$ cat src/sv/col_pkg.sv
// Package for the C operator lexer: scan modes, result kinds, the result record
// and the byte classification functions.
// No dependencies.
package col_pkg;

  localparam int OFFSET_BITS_DEF = 16;
  localparam int FIELD_BITS      = 16;
  localparam int MAX_RESULTS     = 3;
  localparam int QUEUE_DEPTH     = 4;
  localparam int QUEUE_AW        = $clog2(QUEUE_DEPTH);

  typedef enum logic [1:0] {
    MODE_IDLE,
    MODE_RUN,
    MODE_HOLD,
    MODE_DROP
  } mode_t;

  typedef enum logic [1:0] {
    KIND_TOKEN = 2'd0,
    KIND_ERROR = 2'd1,
    KIND_END   = 2'd2
  } kind_t;

  typedef struct packed {
    kind_t                 kind;
    logic [FIELD_BITS-1:0] start;
    logic [FIELD_BITS-1:0] length;
    logic                  last;
  } res_t;

  function automatic res_t mk_res(kind_t kind, logic [FIELD_BITS-1:0] start,
                                  logic [FIELD_BITS-1:0] length);
    res_t r;
    r.kind   = kind;
    r.start  = start;
    r.length = length;
    r.last   = 1'b0;
    return r;
  endfunction

  function automatic logic is_word(logic [7:0] c);
    return (c >= "a" && c <= "z") || (c >= "A" && c <= "Z") ||
           (c >= "0" && c <= "9") || c == "_";
  endfunction

  function automatic logic is_space(logic [7:0] c);
    return c == " " || (c >= 8'd9 && c <= 8'd13);
  endfunction

  function automatic logic is_single(logic [7:0] c);
    return c == "=" || c == "+" || c == "-" || c == "*" || c == "/" || c == "%" ||
           c == "!" || c == "^" || c == "<" || c == ">" || c == "," || c == ";" ||
           c == "(" || c == ")" || c == "[" || c == "]" || c == "{" || c == "}";
  endfunction

  function automatic logic may_pair(logic [7:0] c);
    return c == "<" || c == ">" || c == "=" || c == "!" || c == "&" || c == "|";
  endfunction

  function automatic logic is_pair(logic [7:0] a, logic [7:0] b);
    logic ok;
    ok = 1'b0;
    if (a == "<") begin
      ok = (b == "=") || (b == "<");
    end else if (a == ">") begin
      ok = (b == "=") || (b == ">");
    end else if (a == "=" || a == "!") begin
      ok = (b == "=");
    end else if (a == "&" || a == "|") begin
      ok = (b == a);
    end
    return ok;
  endfunction

endpackage

$ cat src/sv/c_operator_lexer_unit.sv
// Top level of the C operator lexer: per-byte scanner state and a small result queue.
// Depends on col_pkg.
//
// Latency: the results of an accepted byte are offered from the next cycle on.
// Throughput: one byte per cycle while each byte gives at most one result and out_ready
// stays high; a byte that gives more results holds input until at most one entry is left. Input
// ready is taken from the four-entry result queue (room for a full three-result burst).
// Reset: scanner goes idle at offset zero and the result queue empties.
module c_operator_lexer_unit #(
  parameter int OFFSET_BITS = col_pkg::OFFSET_BITS_DEF
) (
  input  logic        clk,
  input  logic        rst_n,
  input  logic        in_valid,
  output logic        in_ready,
  input  logic [7:0]  in_char_code,
  input  logic        in_end_of_buffer,
  output logic        out_valid,
  input  logic        out_ready,
  output logic [1:0]  out_result_kind,
  output logic [15:0] out_token_start,
  output logic [15:0] out_token_length,
  output logic        out_last_of_run
);

  localparam int AW = col_pkg::QUEUE_AW;
  localparam logic [OFFSET_BITS-1:0] POS_MAX  = '1;
  localparam logic [OFFSET_BITS-1:0] POS_STEP = OFFSET_BITS'(1);

  logic [OFFSET_BITS-1:0] pos_r, pos_nxt;
  logic [OFFSET_BITS-1:0] run_start_r, run_start_nxt;
  logic [7:0]             pend_r, pend_nxt;
  col_pkg::mode_t         mode_r, mode_nxt;

  col_pkg::res_t res_c [col_pkg::MAX_RESULTS];
  logic [1:0]    n_res;
  logic          fin;
  logic          done;

  col_pkg::res_t q_r [col_pkg::QUEUE_DEPTH];
  logic [AW-1:0] wr_ptr_r, rd_ptr_r;
  logic [AW:0]   cnt_r;
  logic          in_xfer, out_xfer;
  logic [1:0]    n_push;

  assign in_ready  = (cnt_r <= (AW+1)'(1));
  assign in_xfer   = in_valid && in_ready;
  assign out_valid = (cnt_r != '0);
  assign out_xfer  = out_valid && out_ready;
  assign n_push    = in_xfer ? n_res : 2'd0;

  // Scanner: mirrors the byte step, at most three results per byte.
  always_comb begin
    for (int i = 0; i < col_pkg::MAX_RESULTS; i++) begin
      res_c[i] = col_pkg::mk_res(col_pkg::KIND_TOKEN, '0, '0);
    end
    n_res         = 2'd0;
    done          = 1'b0;
    pos_nxt       = pos_r;
    run_start_nxt = run_start_r;
    pend_nxt      = pend_r;
    mode_nxt      = mode_r;
    fin           = (in_char_code == 8'd0) || in_end_of_buffer;

    if (in_char_code != 8'd0 && mode_nxt != col_pkg::MODE_DROP) begin
      if (pos_nxt == POS_MAX) begin
        res_c[n_res] = col_pkg::mk_res(col_pkg::KIND_ERROR, 16'(POS_MAX), '0);
        n_res        = n_res + 2'd1;
        mode_nxt     = col_pkg::MODE_DROP;
      end else begin
        if (mode_nxt == col_pkg::MODE_HOLD) begin
          if (col_pkg::is_pair(pend_nxt, in_char_code)) begin
            res_c[n_res] = col_pkg::mk_res(col_pkg::KIND_TOKEN, 16'(run_start_nxt), 16'd2);
            n_res        = n_res + 2'd1;
            mode_nxt     = col_pkg::MODE_IDLE;
            pos_nxt      = pos_nxt + POS_STEP;
            done         = 1'b1;
          end else if (!col_pkg::is_single(pend_nxt)) begin
            // A lone ampersand or bar is an error at its own offset.
            res_c[n_res] = col_pkg::mk_res(col_pkg::KIND_ERROR, 16'(run_start_nxt), '0);
            n_res        = n_res + 2'd1;
            mode_nxt     = col_pkg::MODE_DROP;
            done         = 1'b1;
          end else begin
            res_c[n_res] = col_pkg::mk_res(col_pkg::KIND_TOKEN, 16'(run_start_nxt), 16'd1);
            n_res        = n_res + 2'd1;
            mode_nxt     = col_pkg::MODE_IDLE;
          end
        end else if (mode_nxt == col_pkg::MODE_RUN) begin
          if (col_pkg::is_word(in_char_code)) begin
            pos_nxt = pos_nxt + POS_STEP;
            done    = 1'b1;
          end else begin
            res_c[n_res] = col_pkg::mk_res(col_pkg::KIND_TOKEN, 16'(run_start_nxt),
                                           16'(pos_nxt - run_start_nxt));
            n_res        = n_res + 2'd1;
            mode_nxt     = col_pkg::MODE_IDLE;
          end
        end

        if (!done) begin
          if (col_pkg::is_space(in_char_code)) begin
            pos_nxt = pos_nxt + POS_STEP;
          end else if (col_pkg::is_word(in_char_code)) begin
            mode_nxt      = col_pkg::MODE_RUN;
            run_start_nxt = pos_nxt;
            pos_nxt       = pos_nxt + POS_STEP;
          end else if (col_pkg::may_pair(in_char_code)) begin
            mode_nxt      = col_pkg::MODE_HOLD;
            pend_nxt      = in_char_code;
            run_start_nxt = pos_nxt;
            pos_nxt       = pos_nxt + POS_STEP;
          end else if (col_pkg::is_single(in_char_code)) begin
            res_c[n_res] = col_pkg::mk_res(col_pkg::KIND_TOKEN, 16'(pos_nxt), 16'd1);
            n_res        = n_res + 2'd1;
            pos_nxt      = pos_nxt + POS_STEP;
          end else begin
            res_c[n_res] = col_pkg::mk_res(col_pkg::KIND_ERROR, 16'(pos_nxt), '0);
            n_res        = n_res + 2'd1;
            mode_nxt     = col_pkg::MODE_DROP;
          end
        end
      end
    end

    // End of buffer or NUL byte: flush what is still open, then the end marker unless dropping after an error.
    if (fin) begin
      if (mode_nxt == col_pkg::MODE_RUN) begin
        res_c[n_res] = col_pkg::mk_res(col_pkg::KIND_TOKEN, 16'(run_start_nxt),
                                       16'(pos_nxt - run_start_nxt));
        n_res        = n_res + 2'd1;
      end else if (mode_nxt == col_pkg::MODE_HOLD) begin
        if (col_pkg::is_single(pend_nxt)) begin
          res_c[n_res] = col_pkg::mk_res(col_pkg::KIND_TOKEN, 16'(run_start_nxt), 16'd1);
        end else begin
          res_c[n_res] = col_pkg::mk_res(col_pkg::KIND_ERROR, 16'(run_start_nxt), '0);
          mode_nxt     = col_pkg::MODE_DROP;
        end
        n_res = n_res + 2'd1;
      end
      if (mode_nxt != col_pkg::MODE_DROP) begin
        res_c[n_res] = col_pkg::mk_res(col_pkg::KIND_END, '0, '0);
        n_res        = n_res + 2'd1;
      end
      pos_nxt       = '0;
      run_start_nxt = '0;
      pend_nxt      = '0;
      mode_nxt      = col_pkg::MODE_IDLE;
    end

    if (n_res != 2'd0) begin
      res_c[n_res - 2'd1].last = 1'b1;
    end
  end

  always_ff @(posedge clk) begin
    if (!rst_n) begin
      pos_r       <= '0;
      run_start_r <= '0;
      pend_r      <= '0;
      mode_r      <= col_pkg::MODE_IDLE;
    end else if (in_xfer) begin
      pos_r       <= pos_nxt;
      run_start_r <= run_start_nxt;
      pend_r      <= pend_nxt;
      mode_r      <= mode_nxt;
    end
  end

  // Result queue: up to three writes per transfer, one read per cycle while out_ready is high.
  always_ff @(posedge clk) begin
    for (int i = 0; i < col_pkg::MAX_RESULTS; i++) begin
      if (2'(i) < n_push) begin
        q_r[AW'(wr_ptr_r + AW'(i))] <= res_c[i];
      end
    end
  end

  always_ff @(posedge clk) begin
    if (!rst_n) begin
      wr_ptr_r <= '0;
      rd_ptr_r <= '0;
      cnt_r    <= '0;
    end else begin
      wr_ptr_r <= wr_ptr_r + AW'(n_push);
      rd_ptr_r <= rd_ptr_r + AW'(out_xfer);
      cnt_r    <= cnt_r + (AW+1)'(n_push) - (AW+1)'(out_xfer);
    end
  end

  assign out_result_kind  = q_r[rd_ptr_r].kind;
  assign out_token_start  = q_r[rd_ptr_r].start;
  assign out_token_length = q_r[rd_ptr_r].length;
  assign out_last_of_run  = q_r[rd_ptr_r].last;

endmodule
$ cat config.mk
export PLATFORM = sky130hd
export DESIGN_NAME = c_operator_lexer_unit
export DESIGN_NICKNAME = d
export VERILOG_FILES = /design/src/sv/col_pkg.sv /design/src/sv/c_operator_lexer_unit.sv
export SDC_FILE = /design/constraint.sdc
export NUM_CORES = 1
export LEC_CHECK = 0
export BUFFER_PORTS_ARGS = -buffer_cell sky130_fd_sc_hd__buf_2
export CORE_MARGIN = 2
export CORE_UTILIZATION = 53
export CTS_BUF_LIST = sky130_fd_sc_hd__clkbuf_8
export CTS_CLUSTER_SIZE = 8
export DETAILED_ROUTE_END_ITERATION = 16
export GPL_ROUTABILITY_DRIVEN = 1
export PLACE_DENSITY = 0.7
export REMOVE_ABC_BUFFERS = 1
export SYNTH_ARGS = -nofsm -noshare
export SYNTH_HDL_FRONTEND = slang
export SYNTH_SLANG_ARGS = --single-unit
$ cat constraint.sdc
create_clock -name clk -period 21.5 [get_ports clk]
set_clock_uncertainty 0.2 [all_clocks]
set_input_delay 4.3 -clock clk [delete_from_list [all_inputs] [get_ports clk]]
set_output_delay 4.3 -clock clk [all_outputs]
set_load 0.02 [all_outputs]
Yosys cells after proc, flatten, opt, wreduce, memory -nomap -nowiden
Memories as Yosys holds them, arrays and structs flattened. A register that Yosys moved wholly into a read port is not among the register bits.
Cells that the tools add are included.
{"block": "word_totals", "register_bits": 49, "mem_bits_rw": 140, "input_bits": 13, "output_inout_bits": 37, "elab_cells": 316, "mem_count": 1}
{"block": "op_classes", "n_addsub": 14, "order_cmp": 20, "eq_ne": 68, "mux": 119, "n_bitwise": 7, "n_reduce_logical": 80}
{"memory": "q_r", "words": 4, "width": 35, "rd": 1, "rd_ports_with_merged_regs": 1, "write_ports": 3, "line": "c_operator_lexer_unit.sv:40", "text": "col_pkg::res_t q_r [col_pkg::QUEUE_DEPTH];"}
{"operator": "$mux W105", "count": 13}
{"operator": "$bwmux W105", "count": 6}
{"operator": "$eq A8 B6 Y1 const B", "count": 42}
{"operator": "$mux W16", "count": 21}
{"operator": "$demux W35 S2", "count": 4}
{"operator": "$mux W35", "count": 7}
{"operator": "$eq A8 B7 Y1 const B", "count": 18}
{"operator": "$and A102 B102 Y102", "count": 1}
{"operator": "$not A102 Y102", "count": 1}
{"operator": "$mux W70", "count": 1}
{"operator": "$mux W34", "count": 2}
{"operator": "$mux W33", "count": 2}
{"operator": "$logic_or A1 B1 Y1", "count": 65}
{"operator": "$mux W2", "count": 32}
{"operator": "$mux W8", "count": 7}
{"operator": "$add A16 B1 Y16 const B", "count": 2}
{"operator": "$sub A16 B16 Y16", "count": 2}
{"operator": "$mux W1", "count": 24}
{"operator": "$eq A16 B16 Y1 const B", "count": 1}
{"operator": "$ge A8 B7 Y1 const B", "count": 2}
{"operator": "$le A8 B7 Y1 const B", "count": 2}
{"operator": "$ge A3 B3 Y1 const B", "count": 4}
{"operator": "$lt A3 B1 Y1 const B", "count": 4}
{"operator": "$not A2 Y3", "count": 4}
{"operator": "24 further kinds", "count": 41}

Longest topological paths before layout
{"block": "depth", "word_depth": 59, "ltp_mapped": 27, "mapped_depth_nobuf": 24}

Least setup slack after synthesis
Ideal clock, no wire load.
{"block": "synth_path", "kind": "input to register", "from": "in in_char_code[0]", "to": "mem q_r[2][0] (netlist name) (enable)", "setup_time_ps": 480, "arrival_ps": 11148, "slack_ps": 9672, "path_stages": 22, "n_path_buf": 4, "path_cell_list": "buf_4 -> nor4_4 -> o32a_2 -> o21ai_2 -> or2_2 -> and2_1 -> clkbuf_1 -> clkinv_1 -> clkbuf_1 -> ha_1 -> mux2_2 -> o21ai_2 -> ha_1 -> nand2_1 -> o21a_1 -> ha_1 -> o211ai_1 -> buf_2 -> and3_1 -> o21ai_0 -> nor2b_1 -> a211oi_1"}
{"element": "from (decl)", "line": "c_operator_lexer_unit.sv:16", "text": "input logic [7:0] in_char_code,"}
{"element": "to (decl)", "line": "c_operator_lexer_unit.sv:40"}

==> impl_metrics.py <==
metrics = {
    "status": {
        "outcome": "complete, no violations",
    },
    "routing": {
        "avgViaCountPerCell": 6.953,
        "vias": 13509,
        "drt_wl_total_mm": 45.92,
        "ant_nets": 0,
        "drc": 0,
        "dr.first_iter.drc_count": 1778,
        "firstDrtPassIters": 6,
        "wl_per_cell_um": 23.63,
    },
    "logic_synthesis": {
        "ys_warn_count": 0,
        "synth-edff-count": 140,
        "synth-seq-cells": 189,
        "synth_area_um2": 14490,
        "yosysUniqueCellTypes": 99,
        "ys_seq_area_frac": 0.3579,
        "avgSynthCellArea_um2": 8.949,
        "synth_flop_cell": "edfxtp_1",
        "async_reset_ff_frac": 0,
        "synthCells": 1619,
    },
    "clocking": {
        "clock_sinks": 189,
        "post-cts-setup-buffers": 0,
        "cts_tree": "yes",
        "post_cts_resized": 0,
        "clk_pin_slew_ns": 0.12,
        "cts_root_buf": "clkbuf_8",
        "ctsHoldBuffers": 0,
        "clock_path_buffers": 2,
        "clock_latency_ns": 0.50,
        "numCtsBuffers": 17,
        "cts_max_level": 4,
    },
    "die": {
        "rows": 60,
        "die_h_um": 169.3,
        "core_area_um2": 26880,
        "io_pins": 50,
        "initial_core_util": 0.5391,
        "die_w_um": 169.3,
        "die-area_um2": 28680,
    },
    "power_and_ir_drop": {
        "power_density_nw_per_um2": 89.28,
        "irDropWorstVdd_v": 0.00005085,
        "p_leak_nw": 5.286,
    },
    "sta": {
        "setup_viol": 0,
        "finalHoldViolCount": 0,
        "max_freq_ghz": 0.09301,
        "maxSlewHeadroom": 0.1121,
        "drv_slew": 0,
        "worst_pin_slew_ns": 1.327,
        "fin_ws_ns": 10.75,
        "rsz0062_at_grt": "false",
        "period_needed_ns": 10.75,
        "period_share": 0.5001,
        "finalSetupTns_ns": 0,
    },
    "place": {
        "dp.cells": 1911,
        "place_ws_ns": 10.44,
        "portBuffers": 49,
        "dp_hpwl_mm": 32.33,
        "place.gp.congestion": 1.035,
    },
    "finish": {
        "final_cell_mix": "180 x nand2_1, 140 x edfxtp_1, 122 x nor2_1",
        "final-seq-area_um2": 5186,
        "stdcell_count": 1943,
        "nets": 1648,
        "multi_input_area_um2": 8552,
        "diodes": 0,
        "area_delta_synth_final_pct": 5.449,
        "nFillCells": 2398,
        "drive_gt1_frac": 0.1223,
        "final_common_cell": "nand2_1",
    },
    "worst_setup_path": {
        "worstPathRequired_ns": 21.54,
        "crit_path_start_kind": "primary input",
        "criticalPathCategory": "in2reg",
        "endpoint_kind": "flop",
        "crit_fanout": 26,
        "crit_arrival_ns": 10.79,
    },
    "min_path": {
        "worstHoldPathType": "reg2reg",
    },
    "grt": {
        "grt_pass1_wl_mm": 70.52,
        "grt_pass1_vias": 12137,
        "grtUsageTotal": 0.3180,
        "grt_max_degree": 51,
        "grt_overflow": 0,
        "antenna_found_initial": 0,
    },
    "flow_run": {
        "cap_violations": 0,
    },
}
## cell type report
cell class                      instances  share of cell area
Multi-Input combinational cell       1247              0.5597
Sequential cell                       189              0.3394
Timing Repair Buffer                   75             0.02883
Tap cell                              341             0.02793
Clock buffer                           17             0.01531
Inverter                               59             0.01450
Clock inverter                         15             0.01425
## registers in the layout (all words and copies together) (netlist names)
name,count
pend_r,8
rd_ptr_r,2
pos_r,16
q_r,140
cnt_r,3
wr_ptr_r,2
mode_r,2
run_start_r,16
## logic make-up after synthesis
kind of cell	after synthesis	synth area share
flip-flops	189	0.3579
AO/OA/AOI/OAI	516	0.2396
buffers and inverters	183	0.05553
multiplexers	54	0.06839
XOR/XNOR	70	0.04430
adder cells (fa/ha/maj)	48	0.04266
AND/OR/NAND/NOR	559	0.1916
## per-stage QoR
stage	hold WS (ns)	instance area, µm²	power (mW)	util
floorplan	0.2946	13910	0.8983	-
global placement	0.3511	14830	1.077	0.5517
detailed placement	0.3538	14830	1.088	0.5517
CTS	0.3670	15280	1.356	0.5685
global route	0.4093	15280	1.426	0.5685
finish	0.3773	15280	1.364	0.5685
## worst paths after layout
check                  start          to  slack, ns  cells past startpoint
max          in_char_code[1]  q_r[2][14]      10.75                     21
min                pend_r[7]   pend_r[7]       0.38                      1
max reg2reg         pos_r[6]  q_r[2][14]      13.64                     22
min reg2reg        pend_r[7]   pend_r[7]       0.38                      1
## synthesized netlist by cell type (all sizes together), types with 35 or more instances
master | count | share of area
a21oi | 115 | 0.041
a22oi | 86 | 0.045
buf | 48 | 0.021
clkbuf | 76 | 0.020
dfxtp | 49 | 0.068
edfxtp | 140 | 0.29
ha | 43 | 0.037
inv | 58 | 0.015
mux4 | 35 | 0.054
nand2 | 182 | 0.048
nand3 | 39 | 0.013
nor2 | 128 | 0.034
nor2b | 52 | 0.023
o21ai | 103 | 0.036
xnor2 | 40 | 0.025
## critical path: stages
cell       delay, ns
buf_2           0.29
nor4_4          0.11
a22oi_1         0.67
nand2_1         0.67
nor2_1          0.43
a21oi_2         0.09
buf_4           0.27
a21oi_1         0.61
inv_1           0.18
ha_1            0.31
nor2b_1         0.14
o31ai_1         0.49
a2111oi_0       0.22
a2111o_1        0.47
a21o_1          0.20
a21o_1          0.20
a31o_2          0.27
xnor2_1         0.35
o22ai_1         0.21
o211ai_1        0.20
o31ai_1         0.10
## report_power, final
group | total (mW) | internal [mW] | leakage (nW) | switching [mW]
combinational | 0.600 | 0.205 | 3.37 | 0.394
sequential | 0.490 | 0.470 | 1.69 | 0.0201
clock | 0.275 | 0.105 | 0.226 | 0.169
## layer usage
layer | share of wire | track usage
met5 | 0 | 0
met3 | 0.11 | 0.06017
met4 | 0.030 | 0.1041
met1 | 0.42 | 0.4587
met2 | 0.44 | 0.4827
Note: power is estimated with default switching activity, not from simulation.
